===== config.mk =====
export PLATFORM = sky130hd
export DESIGN_NAME = jrms_sqmul
export DESIGN_NICKNAME = d
export VERILOG_FILES = /design/src/hw/rtl/assert_macros.svh /design/src/hw/rtl/jrms_pkg.sv /design/src/hw/rtl/jrms_sqmul.sv
export SDC_FILE = /design/constraint.sdc
export NUM_CORES = 1
export LEC_CHECK = 0
export BUFFER_PORTS_ARGS = -buffer_cell sky130_fd_sc_hd__buf_2
export CORE_UTILIZATION = 55
export CTS_CLUSTER_SIZE = 28
export DETAILED_ROUTE_END_ITERATION = 10
export PLACE_DENSITY = 0.8
export SLEW_MARGIN = 20
export SYNTH_ARGS = -nofsm -noshare
export SYNTH_HDL_FRONTEND = slang
export SYNTH_SLANG_ARGS = --single-unit

===== constraint.sdc =====
create_clock -name clk -period 8.1 [get_ports clk]
set_input_delay 0.81 -clock clk [delete_from_list [all_inputs] [get_ports clk]]
set_output_delay 0.81 -clock clk [all_outputs]
set_load 0.02 [all_outputs]

===== src/hw/rtl/assert_macros.svh =====
// Assertion macros for the RTL files, included by jitter_rms_max_tracker.sv.
`ifndef ASSERT_MACROS_SVH
`define ASSERT_MACROS_SVH
`ifndef NO_ASSERTIONS
// Checked on clk, ignored while rst_n is low.
`define JR_ASSERT(lbl, prop) \
  lbl: assert property (@(posedge clk) disable iff (!rst_n) prop) \
    else $error("jrms assertion failed");
// Checked on clk, also during reset.
`define JR_ASSERT_ALWAYS(lbl, prop) \
  lbl: assert property (@(posedge clk) prop) \
    else $error("jrms assertion failed");
`else
`define JR_ASSERT(lbl, prop)
`define JR_ASSERT_ALWAYS(lbl, prop)
`endif
`endif


===== src/hw/rtl/jrms_pkg.sv =====
// Shared widths, constants and helpers for the jitter RMS tracker.
package jrms_pkg;
  localparam int WINDOW_DEPTH = 100;
  localparam int NS_W   = 30;
  localparam int SEC_W  = 32;
  localparam int JIT_W  = NS_W + 1;
  localparam int SQ_W   = 2 * NS_W;
  localparam int FILL_W = $clog2(WINDOW_DEPTH + 1);
  localparam int POS_W  = $clog2(WINDOW_DEPTH);
  localparam int SUM_W  = SQ_W + FILL_W;
  localparam logic [NS_W-1:0] NS_MAX     = NS_W'(999999999);
  localparam logic [NS_W:0]   NS_PER_SEC = (NS_W+1)'(1000000000);

  function automatic logic [NS_W-1:0] sat_ns(input logic [NS_W-1:0] v);
    sat_ns = (v > NS_MAX) ? NS_MAX : v;
  endfunction
endpackage


===== src/hw/rtl/jrms_sqmul.sv =====
// Bit-serial squarer: one multiplier bit per cycle, shift-add.
module jrms_sqmul import jrms_pkg::*; (
  input  logic            clk,
  input  logic            rst_n,
  input  logic            start,
  input  logic [NS_W-1:0] mag,
  output logic            done,
  output logic [SQ_W-1:0] sq
);
  localparam int CNT_W = $clog2(NS_W + 1);

  logic            busy_r;
  logic [CNT_W-1:0] cnt_r;
  logic [NS_W-1:0] acc_r, lo_r, mcand_r;
  logic            done_r;
  logic [NS_W:0]   sum;

  assign sum = {1'b0, acc_r} + (lo_r[0] ? {1'b0, mcand_r} : '0);

  always_ff @(posedge clk) begin
    if (!rst_n) begin
      busy_r <= 1'b0;
      done_r <= 1'b0;
      cnt_r  <= '0;
    end else begin
      done_r <= busy_r && (cnt_r == CNT_W'(1));
      if (start) begin
        busy_r <= 1'b1;
        cnt_r  <= CNT_W'(NS_W);
      end else if (busy_r) begin
        cnt_r <= cnt_r - CNT_W'(1);
        if (cnt_r == CNT_W'(1)) busy_r <= 1'b0;
      end
    end
  end

  always_ff @(posedge clk) begin
    if (start) begin
      acc_r   <= '0;
      lo_r    <= mag;
      mcand_r <= mag;
    end else if (busy_r) begin
      acc_r <= sum[NS_W:1];
      lo_r  <= {sum[0], lo_r[NS_W-1:1]};
    end
  end

  assign done = done_r;
  assign sq   = {acc_r, lo_r};
endmodule


==> flow_summary.json <==
{
  "status": "complete, no violations",
  "cts_root_buf": "clkbuf_8",
  "ios": 94,
  "seq_area_frac_synth_pct": 48.0,
  "area_growth_pct": 14.2,
  "synth_area_leaders": "edfxtp_1, dfxtp_1, ha_1",
  "die_w_um": 100,
  "hold_viol": 0,
  "avgSynthCellArea_um2": 10.7,
  "drive_gt1_share_pct": 25.9,
  "cp.arrival_ps": 3860,
  "rsz0062_at_grt": "no",
  "required_ps": 8370,
  "maxSlewHeadroom_pct": 41.7,
  "dieArea_mm2": 0.0100,
  "dr_total_vias": 4114,
  "fin_crit_sh_pct": 44.3,
  "postRouteAntennaNets": 0,
  "finalCriticalPeriod_ps": 3590,
  "antenna_cells": 0,
  "path_class": "flop to flop",
  "grt_start_max_net_pins": 45,
  "crit_path_end_kind": "flop",
  "fillers": 775,
  "antenna_found_initial": 0,
  "p_per_area_mw_per_mm2": 193,
  "grt_pass1_vias": 3854,
  "slowest_stage": "edfxtp_1",
  "synthXorXnorAreaFrac_pct": 2.98,
  "power_mw": 1.17,
  "path_cells": "and2_1, ha_1, a21o_1, a31oi_1, a211oi_1, o21ai_1, a2111oi_0, or4_1, a32o_1",
  "drc": 0,
  "ys_warn_count": 0,
  "critPathTopFamily": "compound AO/OA/AOI/OAI gates",
  "grtUsageTotal_pct": 24.3,
  "synth_mux_area_share_pct": 8.46,
  "setup_tns_ps": 0,
  "min_to": "acc_r[22]",
  "place_congestion": 0.955,
  "cts_setup_buffers": 0,
  "num_rows": 35,
  "fin_skew_ps": 18.0,
  "p_leak_nw": 2.56,
  "r2r-end": "acc_r[28]",
  "netlist_area_mm2": 0.00529,
  "synthDistinctLibCells": 54,
  "tightest_slew_ps": 874,
  "clk_latency_ps": 360,
  "initial_utilization_pct": 57.0,
  "dp_hpwl_mm": 8.61,
  "htree_levels": 3,
  "register_area_mm2": 0.00254,
  "synth_area_leader_cell": "edfxtp_1",
  "worstPathMaxFanout": 31,
  "ff2ff_path_depth": 9,
  "synth.top_cell.area_share_pct": 34.0,
  "critPathBufInv": 0,
  "die_h_um": 100,
  "hold_buffers": 0,
  "drt_iter0_markers": 248,
  "ff2ff_setup_slack_ps": 4510,
  "max_stage_delay_ps": 790,
  "synth_top_family_by_area": "simple AND/OR/NAND/NOR gates",
  "vdd_ir_drop_max_mv": 0.138,
  "cts_buffers": 9,
  "hold-path-cell-count": 2,
  "clkTransAtPathRegs_ps": 110,
  "overflow": 0,
  "hold_path_class": "flop to flop",
  "yosys_register_bits": 97,
  "slew_violations": 0,
  "synthAdderAreaFrac_pct": 7.94,
  "clock_sinks": 97,
  "core_mm2": 0.00928,
  "drt_pass1_iterations": 4,
  "synth-compound-area-share_pct": 15.2,
  "setup_viol": 0,
  "cts_tree": "built",
  "cap_violations": 0,
  "min_from": "acc_r[22]",
  "portBuffers": 93,
  "rr_startpoint": "lo_r[0]",
  "grt_pass1_wl_mm": 18.9,
  "async_flop_share_pct": 0,
  "multi_input_area_mm2": 0.00264,
  "syn_inst": 495,
  "yosys.area_share.simple_pct": 15.3,
  "wl_mm": 11.6,
  "max_freq_mhz": 278,
  "cts.path.max_buffers": 2,
  "synth_edf_count": 60,
  "nNetsFinal": 647,
  "worstSetupStartpointType": "flop",
  "syn-num-nets": 561,
  "post_cts_resized": 0,
  "viasPerCell": 5.75,
  "startpoint": "lo_r[0]",
  "wire_per_inst_um": 16.2,
  "synth_ff_type": "edfxtp_1"
}
[routing by layer]
layer  up-vias  track usage [%]  routed length (um)
li1       2025                -                   -
met1      1951             35.0                5450
met2       128             38.0                5350
met3        10             3.83                 679
met4         0             7.25                 108
met5         -                0                   0
[worst max-delay path by stage]
stage                      endpoint  slack, ps  depth (start not counted)
after CTS                 acc_r[28]       4570                          9
after global routing      acc_r[28]       4240                          9
final                     acc_r[28]       4510                          9
after detailed placement    lo_r[5]       4550                          3
after floorplan           acc_r[28]       5070                          9
after global placement      lo_r[5]       4530                          3
[synthesized netlist by cell type, types with 2 or more instances]
master,number
edfxtp_1,60
dfxtp_1,37
a21oi_1,36
nand2_1,35
and2_1,32
ha_1,32
nor2_1,32
mux2_2,30
o21ai_0,25
clkbuf_1,13
mux2i_1,11
a21o_1,10
xnor2_1,10
inv_1,9
o21a_1,9
nor3_1,8
xor2_1,8
a211oi_1,6
buf_1,6
a32o_1,5
and3_1,5
nand4_1,5
nor2b_1,5
or3_1,5
nand2b_1,4
nand3_1,4
nor3b_1,4
o211ai_1,4
or2_2,4
a221o_1,3
nand3b_1,3
nor4b_1,3
o31ai_1,3
a2111oi_0,2
a221oi_1,2
a311oi_1,2
a31oi_1,2
nor4_1,2
o21ai_1,2
o21bai_1,2
o221ai_1,2
[layout by cell type, fill, tap and decap left out, types with 6 or more instances in the layout]
cell       n
o21ai_0   25
edfxtp_1  60
xnor2_1   10
clkbuf_8   9
nor3_1     8
mux2i_1   11
o21a_1     9
and2_1    32
nor2_1    31
a211oi_1   6
xor2_1     8
nand2_1   35
mux2_2    30
a21oi_1   36
inv_1      8
a21o_1    10
dfxtp_1   37
buf_2     93
ha_1      32
[cells by family after synthesis]
family / after synthesis
AND/OR/NAND/NOR: 155
AO/OA/AOI/OAI: 122
flip-flops: 97
multiplexers: 41
adder cells (fa/ha/maj): 33
buffers and inverters: 29
XOR/XNOR: 18
[stage by stage]
| step | hold WS (ps) | setup slack, ps | cells | area, um2 | utilization (%) |
|---|---|---|---|---|---|
| 2_1_floorplan | 518 | 5070 | 495 | 5290 | - |
| 3_3_place_gp | 474 | 4530 | 699 | 5860 | 63.1 |
| 3_5_place_dp | 477 | 4550 | 699 | 5860 | 63.1 |
| 4_1_cts | 493 | 4570 | 715 | 6040 | 65.1 |
| 5_1_grt | 522 | 4240 | 715 | 6040 | 65.1 |
| 6_report | 489 | 4510 | 715 | 6040 | 65.1 |
[power breakdown]
group	switching, mW	internal, mW	leakage [nW]
Combinational	0.160	0.106	1.57
Clock	0.182	0.117	0.0942
Sequential	0.0277	0.574	0.899
[worst reg2reg max path, stage by stage (launching register included)]
cell and delay [ps]:
edfxtp_1 790, and2_1 230, ha_1 280, a21o_1 220, a31oi_1 250, a211oi_1 180, o21ai_1 580, a2111oi_0 270
or4_1 450, a32o_1 260
[sequential cells by signal, summed over array words and instances (netlist names)]
register,flops
done,1
cnt_r,5
mcand_r,30
busy_r,1
acc_r,30
lo_r,30
[area by class of cell]
class / count / area share, %
Multi-Input combinational cell: 369 / 43.7
Inverter: 9 / 0.559
Tap cell: 129 / 2.67
Clock inverter: 7 / 0.973
Clock buffer: 9 / 2.05
Sequential cell: 97 / 42.1
Timing Repair Buffer: 95 / 7.95
Power figures use the tool's default switching activity.
