===== src/hw/rtl/assert_macros.svh =====
// Assertion macros for the RTL files, included by jitter_rms_max_tracker.sv.
`ifndef ASSERT_MACROS_SVH
`define ASSERT_MACROS_SVH
`ifndef NO_ASSERTIONS
// Checked on clk, ignored while rst_n is low.
`define JR_ASSERT(lbl, prop) \
  lbl: assert property (@(posedge clk) disable iff (!rst_n) prop) \
    else $error("jrms assertion failed");
// Checked on clk, also during reset.
`define JR_ASSERT_ALWAYS(lbl, prop) \
  lbl: assert property (@(posedge clk) prop) \
    else $error("jrms assertion failed");
`else
`define JR_ASSERT(lbl, prop)
`define JR_ASSERT_ALWAYS(lbl, prop)
`endif
`endif


===== src/hw/rtl/jrms_pkg.sv =====
// Shared widths, constants and helpers for the jitter RMS tracker.
package jrms_pkg;
  localparam int WINDOW_DEPTH = 100;
  localparam int NS_W   = 30;
  localparam int SEC_W  = 32;
  localparam int JIT_W  = NS_W + 1;
  localparam int SQ_W   = 2 * NS_W;
  localparam int FILL_W = $clog2(WINDOW_DEPTH + 1);
  localparam int POS_W  = $clog2(WINDOW_DEPTH);
  localparam int SUM_W  = SQ_W + FILL_W;
  localparam logic [NS_W-1:0] NS_MAX     = NS_W'(999999999);
  localparam logic [NS_W:0]   NS_PER_SEC = (NS_W+1)'(1000000000);

  function automatic logic [NS_W-1:0] sat_ns(input logic [NS_W-1:0] v);
    sat_ns = (v > NS_MAX) ? NS_MAX : v;
  endfunction
endpackage


===== src/hw/rtl/jrms_sqrt.sv =====
// Digit-by-digit integer square root, one root bit per cycle.
module jrms_sqrt import jrms_pkg::*; (
  input  logic            clk,
  input  logic            rst_n,
  input  logic            start,
  input  logic [SQ_W-1:0] radicand,
  output logic            done,
  output logic [NS_W-1:0] root
);
  localparam int CNT_W = $clog2(NS_W + 1);

  logic             busy_r, done_r;
  logic [CNT_W-1:0] cnt_r;
  logic [SQ_W-1:0]  v_r;
  logic [NS_W-1:0]  rem_r, root_r;
  logic [NS_W+1:0]  trial, tst;
  logic             ge;

  assign trial = {rem_r, v_r[SQ_W-1:SQ_W-2]};
  assign tst   = {root_r, 2'b01};
  assign ge    = trial >= tst;

  always_ff @(posedge clk) begin
    if (!rst_n) begin
      busy_r <= 1'b0;
      done_r <= 1'b0;
      cnt_r  <= '0;
    end else begin
      done_r <= busy_r && (cnt_r == CNT_W'(1));
      if (start) begin
        busy_r <= 1'b1;
        cnt_r  <= CNT_W'(NS_W);
      end else if (busy_r) begin
        cnt_r <= cnt_r - CNT_W'(1);
        if (cnt_r == CNT_W'(1)) busy_r <= 1'b0;
      end
    end
  end

  // remainder stays at most 2*root, so NS_W bits hold it until the last step
  always_ff @(posedge clk) begin
    if (start) begin
      v_r    <= radicand;
      rem_r  <= '0;
      root_r <= '0;
    end else if (busy_r) begin
      v_r    <= {v_r[SQ_W-3:0], 2'b00};
      rem_r  <= ge ? NS_W'(trial - tst) : trial[NS_W-1:0];
      root_r <= {root_r[NS_W-2:0], ge};
    end
  end

  assign done = done_r;
  assign root = root_r;
endmodule


===== config.mk =====
export PLATFORM = sky130hd
export DESIGN_NAME = jrms_sqrt
export DESIGN_NICKNAME = d
export VERILOG_FILES = /design/src/hw/rtl/assert_macros.svh /design/src/hw/rtl/jrms_pkg.sv /design/src/hw/rtl/jrms_sqrt.sv
export SDC_FILE = /design/constraint.sdc
export NUM_CORES = 1
export LEC_CHECK = 0
export BUFFER_PORTS_ARGS = -buffer_cell sky130_fd_sc_hd__buf_2
export CAP_MARGIN = 5
export CORE_MARGIN = 2
export CORE_UTILIZATION = 58
export CTS_CLUSTER_SIZE = 20
export DETAILED_ROUTE_END_ITERATION = 6
export GPL_TIMING_DRIVEN = 0
export PLACE_DENSITY_LB_ADDON = 0.08
export SETUP_SLACK_MARGIN = 0.5
export SKIP_CTS_REPAIR_TIMING = 1
export SLEW_MARGIN = 10
export SYNTH_ARGS = -nofsm -noshare
export SYNTH_HDL_FRONTEND = slang
export SYNTH_SLANG_ARGS = --single-unit

===== constraint.sdc =====
create_clock -name clk -period 3.5 [get_ports clk]
set_clock_uncertainty 0.2 [all_clocks]
set_input_delay 0 -clock clk [delete_from_list [all_inputs] [get_ports clk]]
set_output_delay 0 -clock clk [all_outputs]
set_load 0.005 [all_outputs]

==> summary.txt <==
STA
-----------------------------------------------------------------------------------------
Final-report max-slew violation count                                                   0
Maximum operating frequency                                                       339 MHz
Worst Hold Margin                                                                  202 ps
Transition time at the pin with the least slew margin                              824 ps
Final cycle utilization of the critical path                                        0.843
Final Hold Viols                                                                        0
Post-layout min period                                                            2950 ps
Relative slew slack                                                                 0.451
Final sum of negative setup slack                                                    0 ps
Least setup slack across all paths after layout                                    548 ps
Setup repair after global routing missed its margin                                  true
Setup-violating endpoint count in the final report                                      0

CRITICAL PATH
-----------------------------------------------------------------------------------------
Kind of start point of the critical path                                             flop
Endpoint type of the worst setup path                                                flop
Worst endpoint data arrival time                                                  3090 ps
Required time at the endpoint of the critical path                                3640 ps
Critical path start-end classification                                         reg -> reg
Peak fanout along the critical path                                                     5

LOGIC SYNTHESIS
-----------------------------------------------------------------------------------------
Distinct cells, synth                                                                  59
Share of synthesized area occupied by flip-flops and latches                        0.446
Combined area of all synthesized cells                                           7050 µm²
Cell taking the most area after synthesis                                        edfxtp_1
Predominant post-synthesis flop cell                                              dfxtp_1
Net count after synthesis                                                             793
Avg Synthesized Cell Area                                                        10.1 µm²
Number of register bits inferred by synthesis                                         127
Area share of the leading cell type in the synthesized netlist                      0.256
Cells taking the most area after synthesis                                   edfxtp_1 (26%), dfxtp_1 (19%), mux2_2 (9.3%)
Proportion of register bits with asynchronous set or reset after synthesis              0
Number of flops mapped to enable cells by yosys                                        60
YS warnings                                                                             0
Gate count of the mapped netlist                                                      696

FLOORPLAN
-----------------------------------------------------------------------------------------
Die Wd                                                                             114 µm
I/O pins                                                                               94
CORE AREA                                                                       12000 µm²
Site Rows                                                                              40
Starting Density                                                                    0.590
Die area                                                                        13100 µm²
DIE HEIGHT                                                                         114 µm

ROUTE
-----------------------------------------------------------------------------------------
Number of nets with antenna violations after routing                                    0
DRC Markers                                                                             0
Vias per Instance                                                                    5.79
Drt first-iter violations                                                             427
Router iterations before antenna repair                                                 5
Final WL                                                                         18300 µm
Overall via count from detail_route                                                  5994
Final routed wire length divided by cell count                                    17.7 µm

CLOCKING
-----------------------------------------------------------------------------------------
Worst skew pair latency                                                            430 ps
Number of clock buffers inserted by TritonCTS                                          17
CTS clk-pin slew, worst paths                                                       60 ps
H-tree depth                                                                            4
Clock Sink Count                                                                      127
Maximum number of buffers from clock root to sink                                       2
TritonCTS clock tree                                                                 done
CTS root buffer                                                                 clkbuf_16

MIN PATH
-----------------------------------------------------------------------------------------
Tightest Hold Check Type                                                        in -> reg

POWER
-----------------------------------------------------------------------------------------
Power density cells                                                            732 nW/µm²
Internal power contribution                                                     0.00417 W
Switching power total                                                           0.00258 W
Clock network fraction of total power                                               0.261
Part of the power in combinational logic                                            0.465
Static leakage power                                                              3.79 nW
Switching part of the total power                                                   0.382
Share of total power in sequential cells                                            0.274
Max VDD drop                                                                       582 µV
Power after layout                                                              0.00675 W

CELLS AND AREA
-----------------------------------------------------------------------------------------
Final Non-Filler Cells                                                               1036
Final antenna diode count                                                               0
Number of nets at the end of the flow                                                 973
Ratio of cells with drive above 1 in the final layout                               0.294
Signed area change from the synthesized netlist to the final layout                 30.7%
Commonest non-fill, non-tap cell in the layout                                      buf_2
Most frequent cells in the layout                                            buf_2 (98), nor2_1 (81), dlygate4sd3_1 (62)

OUTCOME
-----------------------------------------------------------------------------------------
Outcome                                                                      complete, no violations

PLACEMENT
-----------------------------------------------------------------------------------------
Post-placement setup slack                                                        75.4 ps
# placed instances                                                                    937
Final weighted congestion in routability-driven placement                           0.910
Count of input and output buffers                                                      93
Final HPWL DP                                                                    11700 µm

GLOBAL ROUTE
-----------------------------------------------------------------------------------------
Total overflow reported by the global router                                            0
Maximum number of pins on one net before global-route repair                           34
Overall fraction of global-route tracks in use                                      0.263
First-pass GRT wire length                                                       26900 µm
Antenna violations before repair                                                        0
Via count of the first global-routing pass                                           5678

FLOW RUN
-----------------------------------------------------------------------------------------
Max-cap check violation count                                                           0

final cells by class:
cell class                 instances  area, µm²
multi-input combinational        488       3800
sequential                       127       3160
fill                             795       2740
timing repair buffer             161       1140
clock buffer                      20        468
buffer                            41        198
tap                              147        184
inverter                          40        150
clock inverter                    12        123
layer usage:
layer	vias to the layer above	wire, µm	track usage
met5	-	0	0
met4	0	588	0.111
met3	50	956	0.0805
met2	189	9140	0.440
met1	2874	7650	0.314
li1	2881	-	-
worst paths after layout:
kind / from / end / slack, ps / cells past startpoint
hold reg to reg: rem_r[15] / rem_r[15] / 310 / 2
setup / recovery: root[0] / rem_r[23] / 550 / 10
setup reg to reg: root[0] / rem_r[23] / 550 / 10
hold / removal: radicand[0] / v_r[0] / 200 / 3
sequential cells by signal, summed over array words and instances (netlist names):
| name | cells |
|---|---|
| busy_r | 1 |
| cnt_r | 5 |
| v_r | 60 |
| done | 1 |
| rem_r | 30 |
| root | 30 |
cell families (layout without fill, tap and decap cells):
family / count (synthesis) / count (layout) / synth area share
xor gates and xnor gates: 27 / 27 / 0.0335
and+or+nand+nor: 177 / 177 / 0.116
muxes: 95 / 95 / 0.145
buffers and inverters: 81 / 274 / 0.0451
DFF: 127 / 127 / 0.446
adders and majority gates: 34 / 34 / 0.0603
AOI/OAI and AO/OA: 155 / 155 / 0.154
through the flow:
step / instance area [µm²] / utilization
6_report: 9220 / 0.771
5_1_grt: 9220 / 0.771
4_1_cts: 8310 / 0.695
3_5_place_dp: 7720 / 0.646
3_3_place_gp: 7700 / 0.644
2_1_floorplan: 7050 / -
Yosys cell counts, types with 3 or more instances:
cell type,instances
nand2b_1,5
buf_1,7
a21o_1,12
xor2_1,10
o21ai_0,22
nor2_1,82
a211oi_1,21
mux2i_1,37
nand3_1,9
and4_1,3
a21oi_1,40
a311oi_1,4
a31oi_1,5
clkbuf_1,29
mux2_2,58
dfxtp_1,67
edfxtp_1,60
o211ai_1,4
buf_4,3
a41oi_1,3
and2_1,3
nand4_1,6
nand2_1,37
a21boi_0,4
nor3_1,8
and3_1,6
nor2b_1,9
a211o_1,4
inv_1,40
xnor2_1,17
o21a_1,8
a31o_2,3
ha_1,34
or2_2,3
o211a_1,4
critical path, cell delays in order (launching register included):
cell and delay, ps:
dfxtp_2 330, inv_2 50, ha_4 250, o211a_4 260, a2111oi_4 450, o41ai_4 170
nor4b_4 390, o41ai_4 140, o21a_1 190, o31a_1 260, a211oi_2 180
power by group through the flow:
stage	combinational (W)	sequential (W)	clock, W
final	0.00314	0.00185	0.00176
after global routing	0.00341	0.00186	0.00184
after CTS	0.00266	0.00184	0.00177
after detailed placement	0.00263	0.00186	0
after global placement	0.00259	0.00186	0
after floorplan	0.00204	0.00183	0
Note: power is estimated with default switching activity, not from simulation.
