--- src/hw/rtl/assert_macros.svh ---
// Assertion macros for the RTL files, included by jitter_rms_max_tracker.sv.
`ifndef ASSERT_MACROS_SVH
`define ASSERT_MACROS_SVH
`ifndef NO_ASSERTIONS
// Checked on clk, ignored while rst_n is low.
`define JR_ASSERT(lbl, prop) \
  lbl: assert property (@(posedge clk) disable iff (!rst_n) prop) \
    else $error("jrms assertion failed");
// Checked on clk, also during reset.
`define JR_ASSERT_ALWAYS(lbl, prop) \
  lbl: assert property (@(posedge clk) prop) \
    else $error("jrms assertion failed");
`else
`define JR_ASSERT(lbl, prop)
`define JR_ASSERT_ALWAYS(lbl, prop)
`endif
`endif

--- src/hw/rtl/jrms_pkg.sv ---
// Shared widths, constants and helpers for the jitter RMS tracker.
package jrms_pkg;
  localparam int WINDOW_DEPTH = 100;
  localparam int NS_W   = 30;
  localparam int SEC_W  = 32;
  localparam int JIT_W  = NS_W + 1;
  localparam int SQ_W   = 2 * NS_W;
  localparam int FILL_W = $clog2(WINDOW_DEPTH + 1);
  localparam int POS_W  = $clog2(WINDOW_DEPTH);
  localparam int SUM_W  = SQ_W + FILL_W;
  localparam logic [NS_W-1:0] NS_MAX     = NS_W'(999999999);
  localparam logic [NS_W:0]   NS_PER_SEC = (NS_W+1)'(1000000000);

  function automatic logic [NS_W-1:0] sat_ns(input logic [NS_W-1:0] v);
    sat_ns = (v > NS_MAX) ? NS_MAX : v;
  endfunction
endpackage

--- src/hw/rtl/jrms_div.sv ---
// Restoring divider, one quotient bit per cycle, narrow remainder.
module jrms_div import jrms_pkg::*; (
  input  logic              clk,
  input  logic              rst_n,
  input  logic              start,
  input  logic [SUM_W-1:0]  dividend,
  input  logic [FILL_W-1:0] divisor,
  output logic              done,
  output logic [SQ_W-1:0]   quotient
);
  localparam int CNT_W = $clog2(SUM_W + 1);

  logic              busy_r, done_r;
  logic [CNT_W-1:0]  cnt_r;
  logic [FILL_W-1:0] rem_r, div_r;
  logic [SUM_W-1:0]  quo_r;
  logic [FILL_W:0]   trial;
  logic              ge;

  assign trial = {rem_r, quo_r[SUM_W-1]};
  assign ge    = trial >= {1'b0, div_r};

  always_ff @(posedge clk) begin
    if (!rst_n) begin
      busy_r <= 1'b0;
      done_r <= 1'b0;
      cnt_r  <= '0;
    end else begin
      done_r <= busy_r && (cnt_r == CNT_W'(1));
      if (start) begin
        busy_r <= 1'b1;
        cnt_r  <= CNT_W'(SUM_W);
      end else if (busy_r) begin
        cnt_r <= cnt_r - CNT_W'(1);
        if (cnt_r == CNT_W'(1)) busy_r <= 1'b0;
      end
    end
  end

  always_ff @(posedge clk) begin
    if (start) begin
      rem_r <= '0;
      quo_r <= dividend;
      div_r <= divisor;
    end else if (busy_r) begin
      rem_r <= ge ? FILL_W'(trial - {1'b0, div_r}) : trial[FILL_W-1:0];
      quo_r <= {quo_r[SUM_W-2:0], ge};
    end
  end

  assign done     = done_r;
  assign quotient = quo_r[SQ_W-1:0];
endmodule

--- config.mk ---
export PLATFORM = sky130hd
export DESIGN_NAME = jrms_div
export DESIGN_NICKNAME = d
export VERILOG_FILES = /design/src/hw/rtl/assert_macros.svh /design/src/hw/rtl/jrms_pkg.sv /design/src/hw/rtl/jrms_div.sv
export SDC_FILE = /design/constraint.sdc
export NUM_CORES = 1
export LEC_CHECK = 0
export BUFFER_PORTS_ARGS = -buffer_cell sky130_fd_sc_hd__buf_2
export CAP_MARGIN = 10
export CORE_ASPECT_RATIO = 0.6
export CORE_UTILIZATION = 47
export CTS_CLUSTER_DIAMETER = 40
export DETAILED_ROUTE_END_ITERATION = 10
export GPL_TIMING_DRIVEN = 0
export PLACE_DENSITY = 0.77
export SLEW_MARGIN = 10
export SYNTH_ARGS = -nofsm -noshare
export SYNTH_HDL_FRONTEND = slang
export SYNTH_SLANG_ARGS = --single-unit
--- constraint.sdc ---
create_clock -name clk -period 2.1 [get_ports clk]
set_clock_uncertainty 0.1 [all_clocks]
set_input_delay 0 -clock clk [delete_from_list [all_inputs] [get_ports clk]]
set_output_delay 0 -clock clk [all_outputs]
set_load 0.005 [all_outputs]
==> impl_results.md, run 1 <==
- Status: finished with violations
- Failing checks: setup timing
- Synth Net Count: 431
- Mean post-synth cell area: 13.2 µm²
- Fillers: 629
- Clk slew on worst S/H paths: 0.06 ns
- Commonest non-fill, non-tap cell in the layout: buf_2
- Crit path launch type: register
- Min cycle time layout: 2.28 ns
- Maximum vdd drop: between 400 and 500 µV
- MaxCap Viol Count: 0
- Slew HR: 62.2%
- WL final: 11200 µm
- CTS Buffer Depth: 2
- Placer congestion estimate: 0.854
- Crit share post-route: 109%
- Synthesized area: 4560 µm²
- Reg-to-reg critical path endpoint: rem_r[3]$_SDFFE_PP0P_
- Overall power: 5180 µW
- CTS tree: done
- Multi-input gate area: 1590 µm²
- First-pass GRT wire length: 17300 µm
- Largest net degree at the start of global routing: 34
- Worst Path Buf+Inv: 0
- Worst R2R Setup Slack: -0.18 ns
- Share of layout cells above drive strength 1: between 50% and 60%
- ANT nets after route: 0
- Die Y: 78.3 µm
- Yosys top cell area share: 48.8%
- R2R Path Start: div_r[0]$_DFFE_PP_
- Commonest non-fill, non-tap cells in the layout: buf_2, dlygate4sd3_1, edfxtp_1
- Slew @ Worst Pin: around 0.57 ns
- Initial core utilization: 49.0%
- Worst hold start: start
- Design Area, Final: between 6000 and 7000 µm²
- Power per cell area: 778 nW/µm²
- Fin. Hold Viols: 0
- CP top delay family: simple AND/OR/NAND/NOR gates
- IO Port Bufs: roughly 140
- Clk_lat worst skew: 0.33 ns
- Drt initial violations: between 90 and 100
- # placed instances: 611
- Drt via density: 4.83
- Final setup violation count: 8
- WHS Path Cells: 3
- Flip-flop and latch area: 2540 µm²
- Hold Crit Class: in2reg
- Setup TNS Final: -0.928 ns
- WL met3: 778 µm
- Pre-antenna DRT Iters: 4
- Die W: 129 µm
- Synth-to-layout area growth: 46.1%
- RSZ-0062 raised after global routing: yes
- FF+latch count, synth: 90
- Crit Path Max Fanout: 4
- Clk sinks: 90
- Core ar.: 9290 µm²
- Number of global-route vias before repair: 3467
- Yosys warns: 0
- Post-DP Area: 5420 µm²
- Avg WL per Cell: 15.8 µm
- DRC: 0
- Req. time, crit path: about 2.2 ns
- H-tree depth: 3
- Final nets: 660
- Setup CP Type: reg2reg
- # diodes: 0
- Seq/Total Area, Yosys: around 56%
- Grt total ovfl: 0
- Total GRT Usage: 23.1%
- Synth Flop Type: edfxtp_1
- Final HPWL DP: just under 7000 µm
- CP Cell Sequence: ha_2 -> fa_2 -> nand2b_4 -> a211oi_4 -> nor3_4 -> or3_4 -> a311oi_2
- Total via count after detailed routing: 3418
- Hold EP: rem_r[1]$_SDFFE_PP0P_
- CP max stage delay: 0.39 ns
- Post-synth EDFFs: 74
- DIE AREA: 10100 µm²
- Final setup margin: -0.182 ns
- Num rows: 27
- Synth area leaders: edfxtp_1, mux2_2, buf_4, dfxtp_1, ha_1
- Post-Layout Cell Count: 708
- Cell taking the most area after synthesis: edfxtp_1
- WP data arrival: 2.42 ns
- Wire length on met1: 4870 µm
- Root buffer cell: clkbuf_16
- Met2 WL: 5450 µm
- CP max-delay cell: or3_4
- Cell variety after synth: 39
- CTS buffer count: 9
- I/O Pins: 138
- Reg2reg path depth: 7
- CP Capture Type: register
- Antenna violations before repair: 0
- Top layer in use: met4
- Post-synthesis async set-or-reset flop share: 0%
- Max Freq: ~0.44 GHz
- Slew Limit Fails: 0
- Post-synthesis cell count: roughly 340
- P_leak: 0.00281 µW
repair_timing:
action / 4_1_cts / 5_1_grt
pin swaps: 12 / 6
setup endpoints to repair: 75 / 41
hold endpoints to repair: 90 / 0
cloned: 2 / 0
resized for setup: 16 / 8
setup buffers: 4 / 1
hold buffers: 76 / 0
per-layer routing:
layer / vias to the layer above / track usage [%]
met1: 1628 / 28.2
met4: 0 / 5.65
met5: - / 0
met3: 12 / 6.95
li1: 1636 / -
met2: 142 / 40.0
registers in the layout (all words and copies together), names as in the netlist:
name    count
busy_r      1
div_r       7
rem_r       7
quo_r      67
cnt_r       7
done        1
synthesized netlist by cell type, drive strengths merged, types with 2 or more instances:
master and n:
buf 62, inv 12, edfxtp 74, a211oi 3, mux2 68, or3 5, dfxtp 16, clkbuf 9
ha 9, o21ai 4, xnor2 3, o21a 3, nand3 3, nor2 23, nand2 13, a311oi 5
nor3 2, nor4b 3, a21oi 6, nor3b 3, xor2 3, nand2b 5
area by class of cell:
cell class / count / area share, %
plain buffers: 70 / 7.39
clock buffers: 11 / 3.50
clock inverters: 5 / 1.54
inverters: 12 / 0.677
multi-input cells: 173 / 23.8
flip-flops and latches: 90 / 38.2
well taps: 130 / 2.44
repair buffers: 217 / 22.4
logic make-up (layout without fill, tap and decap cells):
kind of cell,after synthesis,after routing,share of synthesized area (%)
simple gates,62,64,7.20
compound gates,24,24,4.09
mux,69,69,17.0
fa+ha+maj,10,10,2.91
buf+inv,83,315,11.8
xor+xnor,6,6,1.15
flops,90,90,55.8
report_power, final:
part	internal (µW)	switching, µW
clock network	1160	653
logic	653	455
registers	2150	102
total	3970	1210
metrics by stage:
step           util, %  setup slack (ns)  hold WS, ns
2_1_floorplan        -           -0.0787     -0.00113
6_report          71.6            -0.182        0.115
3_3_place_gp      58.3            -0.785       0.0786
4_1_cts           71.3            -0.188        0.266
3_5_place_dp      58.3            -0.864       0.0783
5_1_grt           71.6            -0.250        0.149
worst max path at each step:
| stage | from | slack, ns | cells past startpoint | to |
|---|---|---|---|---|
| final | div_r[0]$_DFFE_PP_ | -0.18 | 7 | rem_r[3]$_SDFFE_PP0P_ |
| after global routing | div_r[0]$_DFFE_PP_ | -0.25 | 7 | rem_r[3]$_SDFFE_PP0P_ |
| after CTS | div_r[0]$_DFFE_PP_ | -0.19 | 7 | rem_r[3]$_SDFFE_PP0P_ |
| after detailed placement | start | -0.86 | 5 | quo_r[59]$_DFFE_PP_ |
| after global placement | start | -0.79 | 5 | quo_r[41]$_DFFE_PP_ |
| after floorplan | div_r[0]$_DFFE_PP_ | -0.08 | 7 | rem_r[3]$_SDFFE_PP0P_ |
worst reg2reg max path, cell delays in order, from the launching register on:
cell	delay [ns]
edfxtp_1	0.38
ha_2	0.20
fa_2	0.35
nand2b_4	0.17
a211oi_4	0.26
nor3_4	0.09
or3_4	0.40
a311oi_2	0.25
(Power assumes the default switching activity.)
==> run 2: changes to the inputs <==
Settings changed: CAP_MARGIN 10 to 20, CORE_UTILIZATION 47 to 52, PLACE_DENSITY 0.77 to 0.81, SETUP_SLACK_MARGIN set to 0.05.
Clock period 2.1 ns to 2.3 ns, I/O delays scaled along.
==> run 2 against run 1 <==
  * The run now ends clean
  * Non-clock buffer count rose by 1
  * Worst setup slack improved by 0.21 ns
  * Sequential share of layout area grew 0.39 points
  * Final cell count fell by 2.5%
  * Global-route usage grew 0.77 points
  * Sequential cell count unchanged
==> impl_results.md, run 2 (same netlist as run 1, synthesis figures left out) <==
- Status: finished, final reports clean
- Largest net degree at the start of global routing: 61 (+79%)
- Crit path launch type: register
- Placer congestion estimate: 0.818 (-4.2%)
- Final nets: 659 (-0.15%)
- CP Capture Type: register
- CTS tree: done
- CTS buffer count: 9 (unchanged)
- Grt total ovfl: 0 (unchanged)
- Slew @ Worst Pin: 0.619 ns (+0.0522 ns)
- CP top delay family: simple AND/OR/NAND/NOR gates
- Drt initial violations: 121 (+26%)
- WL final: 10800 µm (-3.9%)
- Largest Register: quo_r
- IO Port Bufs: 137 (unchanged)
- Max Freq: 0.440 GHz (+0.33%)
- CP Cell Sequence: ha_2 -> fa_2 -> nand2b_4 -> a211oi_4 -> nor3_4 -> or3_1 -> a311oi_2
- DIE AREA: 9150 µm² (-9.4%)
- Antenna violations before repair: 0 (unchanged)
- DRC: 0 (unchanged)
- Root buffer cell: clkbuf_16
- Final HPWL DP: 6760 µm (-1.2%)
- WP data arrival: 2.43 ns (about the same)
- RSZ-0062 raised after global routing: yes
- Met3 Usage GRT: 8.36% (+1.4 points)
- Commonest non-fill, non-tap cells in the layout: buf_2, dlygate4sd3_1, edfxtp_1
- Core ar.: 8490 µm² (-8.6%)
- Num rows: 26 (-3.7%)
- Crit Path Max Fanout: 6 (+2)
- Die W: 123 µm (-4.9%)
- Setup CP Type: reg2reg
- Pre-antenna DRT Iters: 4 (unchanged)
- Worst Path Buf+Inv: 0 (unchanged)
- Die Y: 74.5 µm (-4.8%)
- CTS Buffer Depth: 2 (unchanged)
- Fillers: 532 (-15%)
- I/O Pins: 138 (unchanged)
- Slew Limit Fails: 0 (unchanged)
- Share of layout cells above drive strength 1: 52.9% (-1.3 points)
- ANT nets after route: 0 (unchanged)
- Clk sinks: 90 (unchanged)
- CP max stage delay: 0.39 ns (about the same)
- Crit share post-route: 98.9% (-9.8 points)
- Multi-input gate area: 1540 µm² (-3.2%)
- Final setup violation count: 0 (-8)
- Final setup margin: 0.0252 ns (+0.207 ns)
- Fin. Hold Viols: 0 (unchanged)
- Grt peak-use layer: met2
- CP max-delay cell: or3_1
- First-pass GRT wire length: 16100 µm (-7.1%)
- Commonest non-fill, non-tap cell in the layout: buf_2
- DP Worst Slack: -0.254 ns (+0.610 ns)
- Power per cell area: 711 nW/µm² (-8.7%)
- Maximum vdd drop: 438 µV (-12%)
- H-tree depth: 3 (unchanged)
- Total via count after detailed routing: 3450 (+0.94%)
- Total GRT Usage: 23.9% (+0.77 points)
- Met2 Resource Use GR: 39.0% (-1.0 points)
- Drt via density: 5.00 (+3.6%)
- Clk_lat worst skew: 0.34 ns (about the same)
- Synth-to-layout area growth: 44.6%
- Hold Crit Class: in2reg
- Req. time, crit path: 2.45 ns (+0.21 ns)
- Initial core utilization: 53.7% (+4.6 points)
- Number of global-route vias before repair: 3398 (-2.0%)
- MaxCap Viol Count: 0 (unchanged)
- P_leak: 0.00280 µW (-0.32%)
- Avg WL per Cell: 15.6 µm (-1.3%)
- Flip-flop and latch area: 2540 µm² (unchanged)
- Final core occ: 77.6% (+6.0 points)
- Slew HR: 58.7% (-3.5 points)
- Clk slew on worst S/H paths: 0.06 ns (about the same)
- Grt met1 use: 29.6% (+1.3 points)
- Max reg flops: 67 (unchanged)
- Min cycle time layout: 2.27 ns (-0.00749 ns)
[run 2: power by group]
group | switching [µW] | total [µW] | internal, µW | leakage, µW
Combinational | 399 | 978 | 579 | 0.00177
Sequential | 93.1 | 2060 | 1970 | 0.000874
Clock | 595 | 1640 | 1050 | 0.000164
Total | 1090 | 4680 | 3590 | 0.00280
[run 2: what timing repair did]
item	4_1_cts	5_1_grt
pin swaps	5	4
hold endpoints to repair	90	0
hold buffers	76	0
buffers inserted	2	1
setup endpoints to repair	8	8
resized for setup	5	10
[run 2: worst paths after layout]
check / start / endpoint / slack, ns / cells after the start
setup / recovery: div_r[0]$_DFFE_PP_ / rem_r[4]$_SDFFE_PP0P_ / 0.03 / 7
hold / removal: divisor[6] / div_r[6]$_DFFE_PP_ / 0.27 / 2
setup reg to reg: div_r[0]$_DFFE_PP_ / rem_r[4]$_SDFFE_PP0P_ / 0.03 / 7
hold reg to reg: rem_r[1]$_SDFFE_PP0P_ / rem_r[2]$_SDFFE_PP0P_ / 0.44 / 2
[run 2: layout make-up]
class / instances / share of cell area [%]
flip-flops and latches: 90 / 38.6
multi-input cells: 171 / 23.3
repair buffers: 217 / 22.7
plain buffers: 71 / 7.50
clock buffers: 9 / 3.42
well taps: 112 / 2.13
clock inverters: 7 / 1.63
inverters: 12 / 0.684
diodes: 1 / 0.0380
[run 2: metal layers]
layer	part of all wire, %	vias up
met3	7.6	23
met5	0	-
met1	43	1634
met2	48	148
li1	-	1645
met4	1.9	0
[run 2: metrics by stage]
stage	instances	setup TNS, ns	cell area (µm²)	hold WS, ns	total power [µW]
floorplan	344	0	4560	-0.00113	2610
global placement	593	-65.51	5390	0.0765	2860
detailed placement	594	-15.19	5420	0.0786	2900
CTS	688	0	6550	0.256	4660
global route	689	-0.0602	6590	0.264	4870
finish	690	0	6590	0.267	4680
==> run 3: changes to the inputs <==
Settings changed: BUFFER_PORTS_ARGS -buffer_cell sky130_fd_sc_hd__buf_2 to -buffer_cell sky130_fd_sc_hd__buf_4.
==> run 3 against run 2 <==
  * Final area rose by 4.4%
  * Core utilization rose by 3.4 points
  * Clock power fell by 7%
  * Global-route usage rose by 1.2 points
  * Final cell count fell by 0.43%
  * Sequential power barely moved
  * Critical endpoint unchanged
==> impl_results.md, run 3 (same netlist as run 1, synthesis figures left out) <==
- H-tree depth: 3 (unchanged)
- CTS buffer count: 9 (unchanged)
- Req. time, crit path: 2.45 ns (about the same)
- Commonest non-fill, non-tap cells in the layout: buf_4, dlygate4sd3_1, edfxtp_1
- # diodes: 0 (-1)
- WP data arrival: 2.44 ns (about the same)
- Maximum vdd drop: 458 µV (+4.7%)
- Total GRT Usage: 25.0% (+1.2 points)
- Final setup violation count: 0 (unchanged)
- Clk_lat worst skew: 0.34 ns (about the same)
- Drt initial violations: 166 (+37%)
- Largest Register: quo_r
- Clk slew on worst S/H paths: 0.06 ns (about the same)
- Setup CP Type: reg2reg
- Pre-antenna DRT Iters: 4 (unchanged)
- RSZ-0062 raised after global routing: yes
- Slew @ Worst Pin: 0.586 ns (-0.0331 ns)
- Crit Path Max Fanout: 8 (+2)
- Crit path launch type: register
- Commonest non-fill, non-tap cell in the layout: buf_4
- Status: finished, final reports clean
- Die W: 123 µm (unchanged)
- ANT nets after route: 0 (unchanged)
- Slew Limit Fails: 0 (unchanged)
- Final HPWL DP: 7280 µm (+7.7%)
- DRC: 0 (unchanged)
- Min cycle time layout: 2.29 ns (+0.0117 ns)
- Clk sinks: 90 (unchanged)
- Number of global-route vias before repair: 3376 (-0.65%)
- Post-DP Area: 5760 µm² (+6.3%)
- First-pass GRT wire length: 16800 µm (+4.6%)
- CP Capture Type: register
- Drt via density: 4.96 (-0.73%)
- Initial core utilization: 53.7% (unchanged)
- Core ar.: 8490 µm² (unchanged)
- Overall power: 4660 µW (-0.46%)
- Max reg flops: 67 (unchanged)
- CTS Buffer Depth: 2 (unchanged)
- CTS tree: done
- Avg WL per Cell: 16.6 µm (+6.0%)
- Max Freq: 0.437 GHz (-0.51%)
- Power per cell area: 678 nW/µm² (-4.6%)
- WL final: 11400 µm (+5.5%)
- Hold Crit Class: in2reg
- Die Y: 74.5 µm (unchanged)
- Multi-input gate area: 1520 µm² (-0.81%)
- Crit share post-route: 99.4% (+0.51 points)
- IO Port Bufs: 137 (unchanged)
- Placer congestion estimate: 0.799 (-2.4%)
- Final nets: 657 (-0.30%)
- Synth-to-layout area growth: 51.0%
- Design Area, Final: 6880 µm² (+4.4%)
- Root buffer cell: clkbuf_16
- DIE AREA: 9150 µm² (unchanged)
- Total via count after detailed routing: 3410 (-1.2%)
- Slew HR: 60.9% (+2.2 points)
- Share of layout cells above drive strength 1: 51.8% (-1.0 points)
- P_leak: 0.00289 µW (+3.2%)
- Antenna violations before repair: 0 (unchanged)
- Grt total ovfl: 0 (unchanged)
- Flip-flop and latch area: 2540 µm² (unchanged)
- Num rows: 26 (unchanged)
- MaxCap Viol Count: 0 (unchanged)
- Largest net degree at the start of global routing: 59 (-3.3%)
- I/O Pins: 138 (unchanged)
- Fillers: 472 (-11%)
- Fin. Hold Viols: 0 (unchanged)
[run 3: final timing paths]
check,start,end,slack (ns),depth (start not counted)
setup / recovery,quo_r[66]$_DFFE_PP_,rem_r[4]$_SDFFE_PP0P_,0.01,8
hold / removal,start,rem_r[1]$_SDFFE_PP0P_,0.29,4
setup reg to reg,quo_r[66]$_DFFE_PP_,rem_r[4]$_SDFFE_PP0P_,0.01,8
hold reg to reg,rem_r[2]$_SDFFE_PP0P_,rem_r[2]$_SDFFE_PP0P_,0.41,2
[run 3: repair_timing]
| item | CTS | global route |
|---|---|---|
| endpoints found under the hold margin | 90 | 0 |
| buffers inserted | 1 | 0 |
| gates resized for setup | 5 | 5 |
| pin swaps | 5 | 3 |
| hold buffers | 76 | 0 |
| endpoints found under the setup margin | 8 | 7 |
[run 3: cell type report]
| class | instances | share of cell area, % |
|---|---|---|
| sequential | 90 | 37.0 |
| timing repair buffer | 215 | 26.5 |
| multi-input combinational | 171 | 22.1 |
| buffer | 71 | 7.17 |
| clock buffer | 10 | 3.33 |
| tap | 112 | 2.04 |
| clock inverter | 6 | 1.18 |
| inverter | 12 | 0.655 |
[run 3: report_power, final]
part	internal (µW)	leakage (µW)	switching (µW)
clock network	944	0.000150	583
logic	663	0.00187	407
registers	1970	0.000874	97.3
[run 3: worst max-delay path, stage by stage (launching register included)]
cell and delay [ns]:
edfxtp_1 0.35, inv_2 0.04, ha_2 0.18, fa_2 0.34, nand2b_4 0.17, a211oi_4 0.28, nor3_4 0.10, or3_1 0.39
a311oi_2 0.22
[run 3: routing by layer]
| layer | wire length, µm | GRT usage [%] | up-vias |
|---|---|---|---|
| met3 | 839 | 7.59 | 10 |
| li1 | - | - | 1635 |
| met1 | 4860 | 31.5 | 1637 |
| met2 | 5580 | 42.9 | 128 |
| met5 | 0 | 0 | - |
| met4 | 100 | 5.96 | 0 |
[run 3: stage by stage]
step / util (%) / setup TNS, ns / cells / hold slack, ns / setup WS (ns)
3_3_place_gp: 67.5 / -62.96 / 593 / 0.0792 / -0.946
6_report: 81.0 / 0 / 687 / 0.286 / 0.0135
4_1_cts: 80.8 / 0 / 687 / 0.272 / 0.0307
3_5_place_dp: 67.9 / -11.73 / 594 / 0.0799 / -0.203
2_1_floorplan: - / 0 / 344 / -0.00113 / 0.0600
5_1_grt: 81.0 / -0.0549 / 687 / 0.285 / -0.0549
